File: src/design/matrix_multiply_top_assert.svh
// ----------------------------------------------------------------------------
// Matrix multiply assertion macros
// Shared concurrent assertion forms, clocked and reset-qualified.
// ----------------------------------------------------------------------------
`ifndef MATRIX_MULTIPLY_TOP_ASSERT_SVH
`define MATRIX_MULTIPLY_TOP_ASSERT_SVH

// same-cycle implication
`define MM_ASSERT_NOW(label, clk, rst_n, ante, cons, msg) \
    label: assert property (@(posedge clk) disable iff (!rst_n) (ante) |-> (cons)) \
        else $error(msg);

// next-cycle implication
`define MM_ASSERT_NEXT(label, clk, rst_n, ante, cons, msg) \
    label: assert property (@(posedge clk) disable iff (!rst_n) (ante) |=> (cons)) \
        else $error(msg);

`endif

File: src/design/mm_pkg.sv
// ----------------------------------------------------------------------------
// Matrix multiply package
// Shared widths, register indexes, item modes, state and command types.
// ----------------------------------------------------------------------------
package mm_pkg;

    localparam int MAX_DIM_DEF    = 8;
    localparam int ELEM_WIDTH_DEF = 16;

    localparam int DIM_W     = 4;
    localparam int IDX_W     = 3;
    localparam int DOT_W     = 35;
    localparam int MODE_W    = 2;
    localparam int CFG_IDX_W = 2;

    localparam logic [DIM_W-1:0] DIM_RESET = 4'd8;

    typedef logic [MODE_W-1:0]    t_mode;
    typedef logic [CFG_IDX_W-1:0] t_cfg_idx;
    typedef logic [DIM_W-1:0]     t_dim;
    typedef logic [IDX_W-1:0]     t_idx;

    localparam t_mode MODE_LOAD_LEFT  = 2'd0;
    localparam t_mode MODE_LOAD_RIGHT = 2'd1;
    localparam t_mode MODE_START      = 2'd2;

    localparam t_cfg_idx CFG_ROWS_A    = 2'd0;
    localparam t_cfg_idx CFG_INNER_DIM = 2'd1;
    localparam t_cfg_idx CFG_COLS_B    = 2'd2;

    typedef enum logic [1:0] {
        S_IDLE,
        S_ISSUE,
        S_DRAIN,
        S_WAIT_OUT
    } t_state;

    typedef struct packed {
        logic wr_left;
        logic wr_right;
        t_idx wr_row;
        t_idx wr_col;
        logic issue;
        logic first;
        logic lastk;
        t_idx rd_row;
        t_idx rd_col;
        t_idx rd_k;
        logic load_out;
        logic out_last;
    } t_cmd;

    typedef struct packed {
        logic acc_done;
        logic out_free;
    } t_status;

    function automatic t_dim clamp_dim(input t_dim v, input int max_dim);
        t_dim res;
        res = v;
        if (v == '0) begin
            res = t_dim'(1);
        end else if (int'(v) > max_dim) begin
            res = t_dim'(max_dim);
        end
        return res;
    endfunction

endpackage

File: src/design/mm_in_if.sv
// ----------------------------------------------------------------------------
// Matrix multiply input channel
// Load and start items with valid/ready handshake.
// ----------------------------------------------------------------------------
interface mm_in_if
    import mm_pkg::*;
#(
    parameter int ELEM_WIDTH = ELEM_WIDTH_DEF
);
    logic                         valid;
    logic                         ready;
    logic [MODE_W-1:0]            mode;
    logic [IDX_W-1:0]             row_index;
    logic [IDX_W-1:0]             col_index;
    logic signed [ELEM_WIDTH-1:0] element;

    modport source (output valid, mode, row_index, col_index, element, input ready);
    modport sink   (input valid, mode, row_index, col_index, element, output ready);
endinterface

File: src/design/mm_out_if.sv
// ----------------------------------------------------------------------------
// Matrix multiply output channel
// Result items with valid/ready handshake.
// ----------------------------------------------------------------------------
interface mm_out_if
    import mm_pkg::*;
();
    logic                    valid;
    logic                    ready;
    logic [IDX_W-1:0]        out_row;
    logic [IDX_W-1:0]        out_col;
    logic signed [DOT_W-1:0] dot_value;
    logic                    last;

    modport source (output valid, out_row, out_col, dot_value, last, input ready);
    modport sink   (input valid, out_row, out_col, dot_value, last, output ready);
endinterface

File: src/design/mm_ram.sv
// ----------------------------------------------------------------------------
// Matrix multiply RAM
// Simple dual-port RAM, one write and one registered read per cycle.
// ----------------------------------------------------------------------------
module mm_ram #(
    parameter int WIDTH = 16,
    parameter int DEPTH = 64
) (
    input  logic                     i_clk,
    input  logic                     i_we,
    input  logic [$clog2(DEPTH)-1:0] i_waddr,
    input  logic [WIDTH-1:0]         i_wdata,
    input  logic [$clog2(DEPTH)-1:0] i_raddr,
    output logic [WIDTH-1:0]         o_rdata
);
    logic [WIDTH-1:0] r_mem [DEPTH];
    logic [WIDTH-1:0] r_rdata;

    always_ff @(posedge i_clk) begin
        if (i_we) begin
            r_mem[i_waddr] <= i_wdata;
        end
        r_rdata <= r_mem[i_raddr];
    end

    assign o_rdata = r_rdata;
endmodule

File: src/design/mm_datapath.sv
// ----------------------------------------------------------------------------
// Matrix multiply datapath
// Element stores, multiply stage, accumulator and result register.
// ----------------------------------------------------------------------------
module mm_datapath
    import mm_pkg::*;
#(
    parameter int MAX_DIM    = MAX_DIM_DEF,
    parameter int ELEM_WIDTH = ELEM_WIDTH_DEF
) (
    input  logic                         i_clk,
    input  logic                         i_rst_n,
    input  logic signed [ELEM_WIDTH-1:0] i_element,
    input  t_cmd                         i_cmd,
    output t_status                      o_sts,
    output logic                         o_out_valid,
    input  logic                         i_out_ready,
    output logic [IDX_W-1:0]             o_out_row,
    output logic [IDX_W-1:0]             o_out_col,
    output logic signed [DOT_W-1:0]      o_dot_value,
    output logic                         o_last
);
    localparam int DEPTH  = MAX_DIM * MAX_DIM;
    localparam int AW     = $clog2(DEPTH);
    localparam int PROD_W = 2 * ELEM_WIDTH;

    logic [AW-1:0]                w_addr;
    logic [AW-1:0]                left_raddr;
    logic [AW-1:0]                right_raddr;
    logic [ELEM_WIDTH-1:0]        left_rdata;
    logic [ELEM_WIDTH-1:0]        right_rdata;
    logic signed [PROD_W-1:0]     n_prod;
    logic signed [PROD_W-1:0]     r_prod;
    logic signed [DOT_W-1:0]      prod_ext;
    logic [DOT_W-1:0]             r_acc;
    logic                         r_s1_valid, r_s1_first, r_s1_lastk;
    logic                         r_s2_valid, r_s2_first, r_s2_lastk;
    logic                         r_acc_done;
    logic                         r_out_valid;
    logic [IDX_W-1:0]             r_out_row, r_out_col;
    logic [DOT_W-1:0]             r_out_dot;
    logic                         r_out_last;

    assign w_addr      = AW'(int'(i_cmd.wr_row) * MAX_DIM + int'(i_cmd.wr_col));
    assign left_raddr  = AW'(int'(i_cmd.rd_row) * MAX_DIM + int'(i_cmd.rd_k));
    assign right_raddr = AW'(int'(i_cmd.rd_k) * MAX_DIM + int'(i_cmd.rd_col));

    mm_ram #(
        .WIDTH (ELEM_WIDTH),
        .DEPTH (DEPTH)
    ) u_left_ram (
        .i_clk   (i_clk),
        .i_we    (i_cmd.wr_left),
        .i_waddr (w_addr),
        .i_wdata (i_element),
        .i_raddr (left_raddr),
        .o_rdata (left_rdata)
    );

    mm_ram #(
        .WIDTH (ELEM_WIDTH),
        .DEPTH (DEPTH)
    ) u_right_ram (
        .i_clk   (i_clk),
        .i_we    (i_cmd.wr_right),
        .i_waddr (w_addr),
        .i_wdata (i_element),
        .i_raddr (right_raddr),
        .o_rdata (right_rdata)
    );

    assign n_prod = signed'(left_rdata) * signed'(right_rdata);

    generate
        if (PROD_W >= DOT_W) begin : g_prod_trunc
            assign prod_ext = r_prod[DOT_W-1:0];
        end else begin : g_prod_sext
            assign prod_ext = DOT_W'(r_prod);
        end
    endgenerate

    always_ff @(posedge i_clk) begin
        if (!i_rst_n) begin
            r_s1_valid  <= 1'b0;
            r_s2_valid  <= 1'b0;
            r_acc_done  <= 1'b0;
            r_out_valid <= 1'b0;
        end else begin
            r_s1_valid <= i_cmd.issue;
            r_s2_valid <= r_s1_valid;
            r_acc_done <= r_s2_valid & r_s2_lastk;
            if (i_cmd.load_out) begin
                r_out_valid <= 1'b1;
            end else if (i_out_ready) begin
                r_out_valid <= 1'b0;
            end
        end
    end

    always_ff @(posedge i_clk) begin
        r_s1_first <= i_cmd.first;
        r_s1_lastk <= i_cmd.lastk;
        r_s2_first <= r_s1_first;
        r_s2_lastk <= r_s1_lastk;
        r_prod     <= n_prod;
        if (r_s2_valid) begin
            r_acc <= r_s2_first ? prod_ext : r_acc + prod_ext;
        end
        if (i_cmd.load_out) begin
            r_out_row  <= i_cmd.rd_row;
            r_out_col  <= i_cmd.rd_col;
            r_out_dot  <= r_acc;
            r_out_last <= i_cmd.out_last;
        end
    end

    assign o_sts.acc_done = r_acc_done;
    assign o_sts.out_free = !r_out_valid || i_out_ready;
    assign o_out_valid    = r_out_valid;
    assign o_out_row      = r_out_row;
    assign o_out_col      = r_out_col;
    assign o_dot_value    = signed'(r_out_dot);
    assign o_last         = r_out_last;
endmodule

File: src/design/mm_ctrl.sv
// ----------------------------------------------------------------------------
// Matrix multiply controller
// Configuration registers and the load / multiply sequencing FSM.
// ----------------------------------------------------------------------------
module mm_ctrl
    import mm_pkg::*;
#(
    parameter int MAX_DIM = MAX_DIM_DEF
) (
    input  logic           i_clk,
    input  logic           i_rst_n,
    input  logic           i_cfg_we,
    input  t_cfg_idx       i_cfg_idx,
    input  t_dim           i_cfg_data,
    input  logic           i_in_valid,
    output logic           o_in_ready,
    input  t_mode          i_mode,
    input  t_idx           i_row_index,
    input  t_idx           i_col_index,
    input  t_status        i_sts,
    output t_cmd           o_cmd
);
`include "matrix_multiply_top_assert.svh"

    t_state r_state, n_state;
    t_dim   r_rows_a, r_inner_dim, r_cols_b;
    t_idx   r_r, n_r, r_c, n_c, r_k, n_k;
    t_dim   nr, nk, nc;
    logic   in_accept;
    logic   idx_ok;
    logic   last_r, last_c, last_k;

    assign nr = clamp_dim(r_rows_a, MAX_DIM);
    assign nk = clamp_dim(r_inner_dim, MAX_DIM);
    assign nc = clamp_dim(r_cols_b, MAX_DIM);

    assign last_r = ({1'b0, r_r} == nr - t_dim'(1));
    assign last_c = ({1'b0, r_c} == nc - t_dim'(1));
    assign last_k = ({1'b0, r_k} == nk - t_dim'(1));

    assign in_accept = i_in_valid && o_in_ready;
    assign idx_ok    = (int'(i_row_index) < MAX_DIM) && (int'(i_col_index) < MAX_DIM);

    always_ff @(posedge i_clk) begin
        if (!i_rst_n) begin
            r_rows_a    <= DIM_RESET;
            r_inner_dim <= DIM_RESET;
            r_cols_b    <= DIM_RESET;
        end else if (i_cfg_we) begin
            unique case (i_cfg_idx)
                CFG_ROWS_A:    r_rows_a    <= i_cfg_data;
                CFG_INNER_DIM: r_inner_dim <= i_cfg_data;
                CFG_COLS_B:    r_cols_b    <= i_cfg_data;
                default: ;
            endcase
        end
    end

    always_ff @(posedge i_clk) begin
        if (!i_rst_n) begin
            r_state <= S_IDLE;
            r_r     <= '0;
            r_c     <= '0;
            r_k     <= '0;
        end else begin
            r_state <= n_state;
            r_r     <= n_r;
            r_c     <= n_c;
            r_k     <= n_k;
        end
    end

    always_comb begin
        n_state        = r_state;
        n_r            = r_r;
        n_c            = r_c;
        n_k            = r_k;
        o_in_ready     = 1'b0;
        o_cmd          = '0;
        o_cmd.wr_row   = i_row_index;
        o_cmd.wr_col   = i_col_index;
        o_cmd.rd_row   = r_r;
        o_cmd.rd_col   = r_c;
        o_cmd.rd_k     = r_k;
        o_cmd.first    = (r_k == '0);
        o_cmd.lastk    = last_k;
        o_cmd.out_last = last_r && last_c;
        unique case (r_state)
            S_IDLE: begin
                o_in_ready = 1'b1;
                if (in_accept) begin
                    unique case (i_mode)
                        MODE_LOAD_LEFT:  o_cmd.wr_left  = idx_ok;
                        MODE_LOAD_RIGHT: o_cmd.wr_right = idx_ok;
                        MODE_START: begin
                            n_state = S_ISSUE;
                            n_r     = '0;
                            n_c     = '0;
                            n_k     = '0;
                        end
                        default: ;
                    endcase
                end
            end
            S_ISSUE: begin
                o_cmd.issue = 1'b1;
                if (last_k) begin
                    n_k     = '0;
                    n_state = S_DRAIN;
                end else begin
                    n_k = r_k + t_idx'(1);
                end
            end
            S_DRAIN: begin
                if (i_sts.acc_done) begin
                    n_state = S_WAIT_OUT;
                end
            end
            S_WAIT_OUT: begin
                if (i_sts.out_free) begin
                    o_cmd.load_out = 1'b1;
                    if (last_c) begin
                        n_c = '0;
                        if (last_r) begin
                            n_state = S_IDLE;
                        end else begin
                            n_r     = r_r + t_idx'(1);
                            n_state = S_ISSUE;
                        end
                    end else begin
                        n_c     = r_c + t_idx'(1);
                        n_state = S_ISSUE;
                    end
                end
            end
            default: n_state = S_IDLE;
        endcase
    end

    `MM_ASSERT_NOW(a_done_in_drain, i_clk, i_rst_n, i_sts.acc_done, r_state == S_DRAIN, "accumulator done outside drain")
    `MM_ASSERT_NEXT(a_lastk_to_drain, i_clk, i_rst_n, o_cmd.issue && o_cmd.lastk, r_state == S_DRAIN, "last step not followed by drain")
    `MM_ASSERT_NOW(a_load_when_free, i_clk, i_rst_n, o_cmd.load_out, i_sts.out_free, "result loaded over a pending item")
endmodule

File: src/design/matrix_multiply_top.sv
// A load item is accepted whenever the engine is idle, one per cycle back to back. After a
// start item is accepted, each result is formed by one multiply-accumulate per cycle over the
// clamped inner_dim, through a single read port per element store, then passes the element
// store read register, product register and accumulator, and is loaded into the result
// register once it is free; input is held off until the last result is registered.
// Synchronous active-low reset restores dimensions to 8; element stores are not cleared.
// ----------------------------------------------------------------------------
// Matrix multiply top level
// Dense fixed-point matrix multiply engine with element stores and one MAC.
// ----------------------------------------------------------------------------
module matrix_multiply_top
    import mm_pkg::*;
#(
    parameter int MAX_DIM    = MAX_DIM_DEF,
    parameter int ELEM_WIDTH = ELEM_WIDTH_DEF
) (
    input  logic                 i_clk,
    input  logic                 i_rst_n,
    mm_in_if.sink                i_in,
    mm_out_if.source             o_out,
    input  logic                 i_cfg_we,
    input  logic [CFG_IDX_W-1:0] i_cfg_idx,
    input  logic [DIM_W-1:0]     i_cfg_data
);
    t_cmd    cmd;
    t_status sts;

    mm_ctrl #(
        .MAX_DIM (MAX_DIM)
    ) u_ctrl (
        .i_clk       (i_clk),
        .i_rst_n     (i_rst_n),
        .i_cfg_we    (i_cfg_we),
        .i_cfg_idx   (i_cfg_idx),
        .i_cfg_data  (i_cfg_data),
        .i_in_valid  (i_in.valid),
        .o_in_ready  (i_in.ready),
        .i_mode      (i_in.mode),
        .i_row_index (i_in.row_index),
        .i_col_index (i_in.col_index),
        .i_sts       (sts),
        .o_cmd       (cmd)
    );

    mm_datapath #(
        .MAX_DIM    (MAX_DIM),
        .ELEM_WIDTH (ELEM_WIDTH)
    ) u_datapath (
        .i_clk       (i_clk),
        .i_rst_n     (i_rst_n),
        .i_element   (i_in.element),
        .i_cmd       (cmd),
        .o_sts       (sts),
        .o_out_valid (o_out.valid),
        .i_out_ready (o_out.ready),
        .o_out_row   (o_out.out_row),
        .o_out_col   (o_out.out_col),
        .o_dot_value (o_out.dot_value),
        .o_last      (o_out.last)
    );
endmodule
File: src/flat_wrapper.sv
// flat-port wrapper written by rule: the top's interface ports become plain ports
module matrix_multiply_top_flat import mm_pkg::*;
#(
    parameter int MAX_DIM    = MAX_DIM_DEF,
    parameter int ELEM_WIDTH = ELEM_WIDTH_DEF
)
  (i_clk, i_rst_n, i_cfg_we, i_cfg_idx, i_cfg_data, i_in_valid, i_in_mode, i_in_row_index, i_in_col_index, i_in_element, i_in_ready, o_out_valid, o_out_out_row, o_out_out_col, o_out_dot_value, o_out_last, o_out_ready);
  mm_in_if #(.ELEM_WIDTH(ELEM_WIDTH)) i_in_i ();
  mm_out_if o_out_i ();
  input  logic i_clk;
  input  logic i_rst_n;
  input  logic i_cfg_we;
  input  logic [CFG_IDX_W-1:0] i_cfg_idx;
  input  logic [DIM_W-1:0] i_cfg_data;
  input wire logic [$bits(i_in_i.valid)-1:0] i_in_valid;
  input wire logic [$bits(i_in_i.mode)-1:0] i_in_mode;
  input wire logic [$bits(i_in_i.row_index)-1:0] i_in_row_index;
  input wire logic [$bits(i_in_i.col_index)-1:0] i_in_col_index;
  input wire logic [$bits(i_in_i.element)-1:0] i_in_element;
  output wire logic [$bits(i_in_i.ready)-1:0] i_in_ready;
  output wire logic [$bits(o_out_i.valid)-1:0] o_out_valid;
  output wire logic [$bits(o_out_i.out_row)-1:0] o_out_out_row;
  output wire logic [$bits(o_out_i.out_col)-1:0] o_out_out_col;
  output wire logic [$bits(o_out_i.dot_value)-1:0] o_out_dot_value;
  output wire logic [$bits(o_out_i.last)-1:0] o_out_last;
  input wire logic [$bits(o_out_i.ready)-1:0] o_out_ready;
  assign i_in_i.valid = i_in_valid;
  assign i_in_i.mode = i_in_mode;
  assign i_in_i.row_index = i_in_row_index;
  assign i_in_i.col_index = i_in_col_index;
  assign i_in_i.element = i_in_element;
  assign i_in_ready = i_in_i.ready;
  assign o_out_valid = o_out_i.valid;
  assign o_out_out_row = o_out_i.out_row;
  assign o_out_out_col = o_out_i.out_col;
  assign o_out_dot_value = o_out_i.dot_value;
  assign o_out_last = o_out_i.last;
  assign o_out_i.ready = o_out_ready;
  matrix_multiply_top #(.MAX_DIM(MAX_DIM), .ELEM_WIDTH(ELEM_WIDTH)) u_core (.i_clk(i_clk), .i_rst_n(i_rst_n), .i_in(i_in_i), .o_out(o_out_i), .i_cfg_we(i_cfg_we), .i_cfg_idx(i_cfg_idx), .i_cfg_data(i_cfg_data));
endmodule
File: config.mk
export PLATFORM = sky130hd
export DESIGN_NAME = matrix_multiply_top_flat
export DESIGN_NICKNAME = d
export VERILOG_FILES = /design/src/design/mm_pkg.sv /design/src/design/mm_in_if.sv /design/src/design/mm_out_if.sv /design/src/design/mm_ram.sv /design/src/design/mm_datapath.sv /design/src/design/mm_ctrl.sv /design/src/design/matrix_multiply_top.sv /design/src/flat_wrapper.sv
export VERILOG_INCLUDE_DIRS = /design/src /design/src/design
export SDC_FILE = /design/constraint.sdc
export NUM_CORES = 2
export LEC_CHECK = 0
export BUFFER_PORTS_ARGS = -buffer_cell sky130_fd_sc_hd__buf_2
export CAP_MARGIN = 20
export CORE_MARGIN = 8
export CORE_UTILIZATION = 55
export DETAILED_ROUTE_END_ITERATION = 10
export PLACE_DENSITY = 0.8
export SYNTH_ARGS = -nofsm -noshare
export SYNTH_HDL_FRONTEND = slang
export SYNTH_SLANG_ARGS = --single-unit
File: constraint.sdc
create_clock -name i_clk -period 6.8 [get_ports i_clk]
set_input_delay 1.36 -clock i_clk [delete_from_list [all_inputs] [get_ports i_clk]]
set_output_delay 1.36 -clock i_clk [all_outputs]
set_load 0.02 [all_outputs]
==> metrics.md <==
| Metric | Value |
|---|---|
| Status | complete, no violations |
| Hold path endpoint | u_core.u_datapath.r_s2_first |
| Compound-Gate Fraction of Synth Area | 1.762% |
| Post-Layout Cell Count | 7605 |
| Crit path kind | register to register |
| Number of H-tree levels | 4 |
| RR Endpoint | u_core.u_datapath.r_prod[24] |
| Routed WL | 250.6 mm |
| Critical path capture point type | register |
| Async S/R FF share, synth | 0% |
| Vert. Die Dim | 432.5 um |
| Startpoint Class | register |
| Fmax | 156.5 MHz |
| Net Count, Synth | 5251 |
| TritonCTS clock tree | done |
| Clock root buffer | clkbuf_16 |
| Final hold vios | 0 |
| Top Ports | 79 |
| Crit path launch | u_core.u_datapath.u_left_ram.o_rdata[7] |
| Commonest non-fill, non-tap cell in the layout | edfxtp_1 |
| Slew Viols, Final | 0 |
| Setup violations, final | 0 |
| Tmin final | 6.390 ns |
| Max incr delay on CP | 0.55 ns |
| Initial antenna violation count | 32 |
| Final net count | 5519 |
| Total CTS buffers | 206 |
| Drt wl/cell | 32.95 um |
| Top_reg_cell synth | edfxtp_1 |
| Router iterations before antenna repair | 6 |
| Synth warnings | 0 |
| Synth Instances | 4826 |
| Crit path DAT | 7.12 ns |
| FF-to-FF Start | u_core.u_datapath.u_left_ram.o_rdata[7] |
| Initial Util | 55.14% |
| Max-cap violation count | 0 |
| Adder-Cell Fraction of Synth Area | 7.183% |
| FILL cells | 11145 |
| Post-synth EDFFs | 2125 |
| Routed Antenna Nets | 0 |
| Tcrit/Tclk final | 93.97% |
| Synth Area per Inst | 19.77 um2 |
| Post-synthesis cell type count | 71 |
| Synth Register Bits | 2220 |
| Post-Syn Area | 95420 um2 |
| Final setup margin | 0.4103 ns |
| Top cell by count, worst path | fa_1 |
| Row count | 153 |
| DR iter-0 viols | 7634 |
| FF+latch area | 65750 um2 |
| First-pass GRT wire length | 359.4 mm |
| Worst Hold Launch | u_core.u_datapath.r_s1_first |
| Crit-path cells | buf_4 -> nand2_1 -> fa_1 -> inv_1 -> fa_1 -> inv_1 -> fa_1 -> inv_1 -> fa_1 -> fa_1 -> inv_1 -> fa_1 -> inv_1 -> ha_1 -> and2_1 -> a221oi_1 -> o21ai_1 -> a2111oi_4 -> nor3_1 -> or4b_1 |
| Vias per cell | 6.642 |
| Gr usage total | 26.44% |
| DIE AREA | 187100 um2 |
| Clock-pin slew on the worst setup and hold paths | 0.06 ns |
| HP Class | register to register |
| Setup TNS | 0 ns |
| Largest family of logic cells by synthesized area | multiplexers |
| Via Count | 50516 |
| XOR/XNOR Fraction of Synth Area | 0.5416% |
| CP max stage cell | fa_1 |
| # port buffers | 78 |
| Share of cells above drive strength 1 | 24.40% |
| Most frequent cells in the layout | edfxtp_1, mux4_2, inv_1 |
| Area delta synth->final | 11.29% |
| Sink Count | 2220 |
| Pin count of the biggest net entering global routing | 132 |
| Worst slack, placed | 0.2911 ns |
| Multiplexer area fraction after synthesis | 16.05% |
| Placed cell count | 7209 |
| Slew @ Worst Pin | 1.254 ns |
| Data required time of the critical path | 7.53 ns |
| Area of the core | 173100 um2 |
| CP top delay family | adder cells |
| Worst reg2reg path depth | 20 |
| Rel. slew slack | 16.42% |
| Clock Path Buffers | 3 |
| Footprint of the multi-input gates | 27650 um2 |
| Routability congestion estimate | 0.8939 |
| Vias in the first global route | 51304 |
| Seq/Total Area, Yosys | 68.87% |
| Reg2reg setup slack | 0.41 ns |
| Hold Buf Count CTS | 0 |
| Die X | 432.5 um |
| GRT overflow | 0 |
| Bufs and invs on worst path | 6 |
| Synth Area in Simple Gates | 3.398% |
| Min-Delay Path Depth | 0 |
| Final HPWL DP | 135.7 mm |
| DR DRC count | 0 |
| Worst skew pair latency | 0.86 ns |
| Worst-case clock skew | 0.04367 ns |
| Max Fanout on Critical Path | 9 |
| Unrepaired setup endpoints after global routing | no |
| Setup bufs post-CTS | 0 |
-- worst max path at each step --
stage,to,slack [ns],cells after the start
2_1_floorplan,u_core.u_datapath.r_prod[30],0.58,19
3_3_place_gp,u_core.u_datapath.r_prod[24],0.42,18
4_1_cts,u_core.u_datapath.r_prod[24],0.30,19
3_5_place_dp,u_core.u_datapath.r_prod[24],0.29,19
6_report,u_core.u_datapath.r_prod[24],0.41,20
5_1_grt,u_core.u_datapath.r_prod[24],0.09,20
-- layer usage --
| metal | part of all wire [%] | vias up | global-route usage [%] |
|---|---|---|---|
| met5 | 0.058 | - | 0 |
| met4 | 4.9 | 22 | 11.17 |
| met3 | 12 | 742 | 6.320 |
| met2 | 49 | 4117 | 42.98 |
| met1 | 35 | 26075 | 34.60 |
| li1 | - | 19560 | - |
-- timing repair --
| item | 4_1_cts | 5_1_grt |
|---|---|---|
| hold endpoints to repair | 0 | 0 |
| setup endpoints to repair | 0 | 2 |
| resized for setup | 0 | 10 |
-- metrics by stage --
stage                     util (%)  cell area [um2]  hold WS, ns
after floorplan                  -            95420       0.3096
after global placement       57.49            99480       0.3129
after detailed placement     57.49            99480       0.3179
after CTS                    61.30           106100       0.3322
after global routing         61.35           106200       0.3332
final                        61.36           106200       0.3298
-- cell type report --
cell class / count / area share, %
Clock inverter: 115 / 1.068
Timing Repair Buffer: 279 / 1.935
Sequential cell: 2220 / 61.92
Multi-Input combinational cell: 2068 / 26.04
Clock buffer: 266 / 5.142
Inverter: 319 / 1.130
Tap cell: 2325 / 2.740
Antenna cell: 13 / 0.03064
-- kinds of logic after synthesis --
group,Yosys count
AOI/OAI and AO/OA,252
xor gates and xnor gates,59
adders and majority gates,390
buffers and inverters,538
DFF,2220
muxes,689
and+or+nand+nor,678
-- state kept, by name, summed over array words and instances (netlist names), 16 cells and up --
signal                                 count
u_core.u_datapath.o_dot_value             35
u_core.u_datapath.r_acc                   35
u_core.u_datapath.r_prod                  32
u_core.u_datapath.u_left_ram.o_rdata      16
u_core.u_datapath.u_left_ram.r_mem      1024
u_core.u_datapath.u_right_ram.o_rdata     16
u_core.u_datapath.u_right_ram.r_mem     1024
-- synth_stat cells (all sizes together), types with 6 or more instances --
master,count,area share (%)
and2,120,0.79
and3,13,0.085
a211oi,12,0.094
a31oi,9,0.059
mux4,672,16
nand2,211,0.83
fa,263,5.5
clkbuf,140,0.55
nor2b,31,0.20
xor2,16,0.15
or3,7,0.046
o211ai,6,0.052
mux2i,12,0.13
o31ai,10,0.079
nand3b,11,0.087
dfxtp,95,2.0
o21a,13,0.10
nor2,189,0.74
a21oi,55,0.29
inv,317,1.2
a21o,23,0.18
xnor2,43,0.39
ha,127,1.7
nand3,24,0.13
a2111oi,6,0.081
nand2b,17,0.11
nor3,23,0.12
edfxtp,2125,67
buf,79,0.39
o21bai,11,0.087
o21ai,63,0.33
nand4,6,0.039
Power is left out: the tool's default activity adds up to more than one toggle a clock period on the data nets, which glitch-free logic cannot reach.
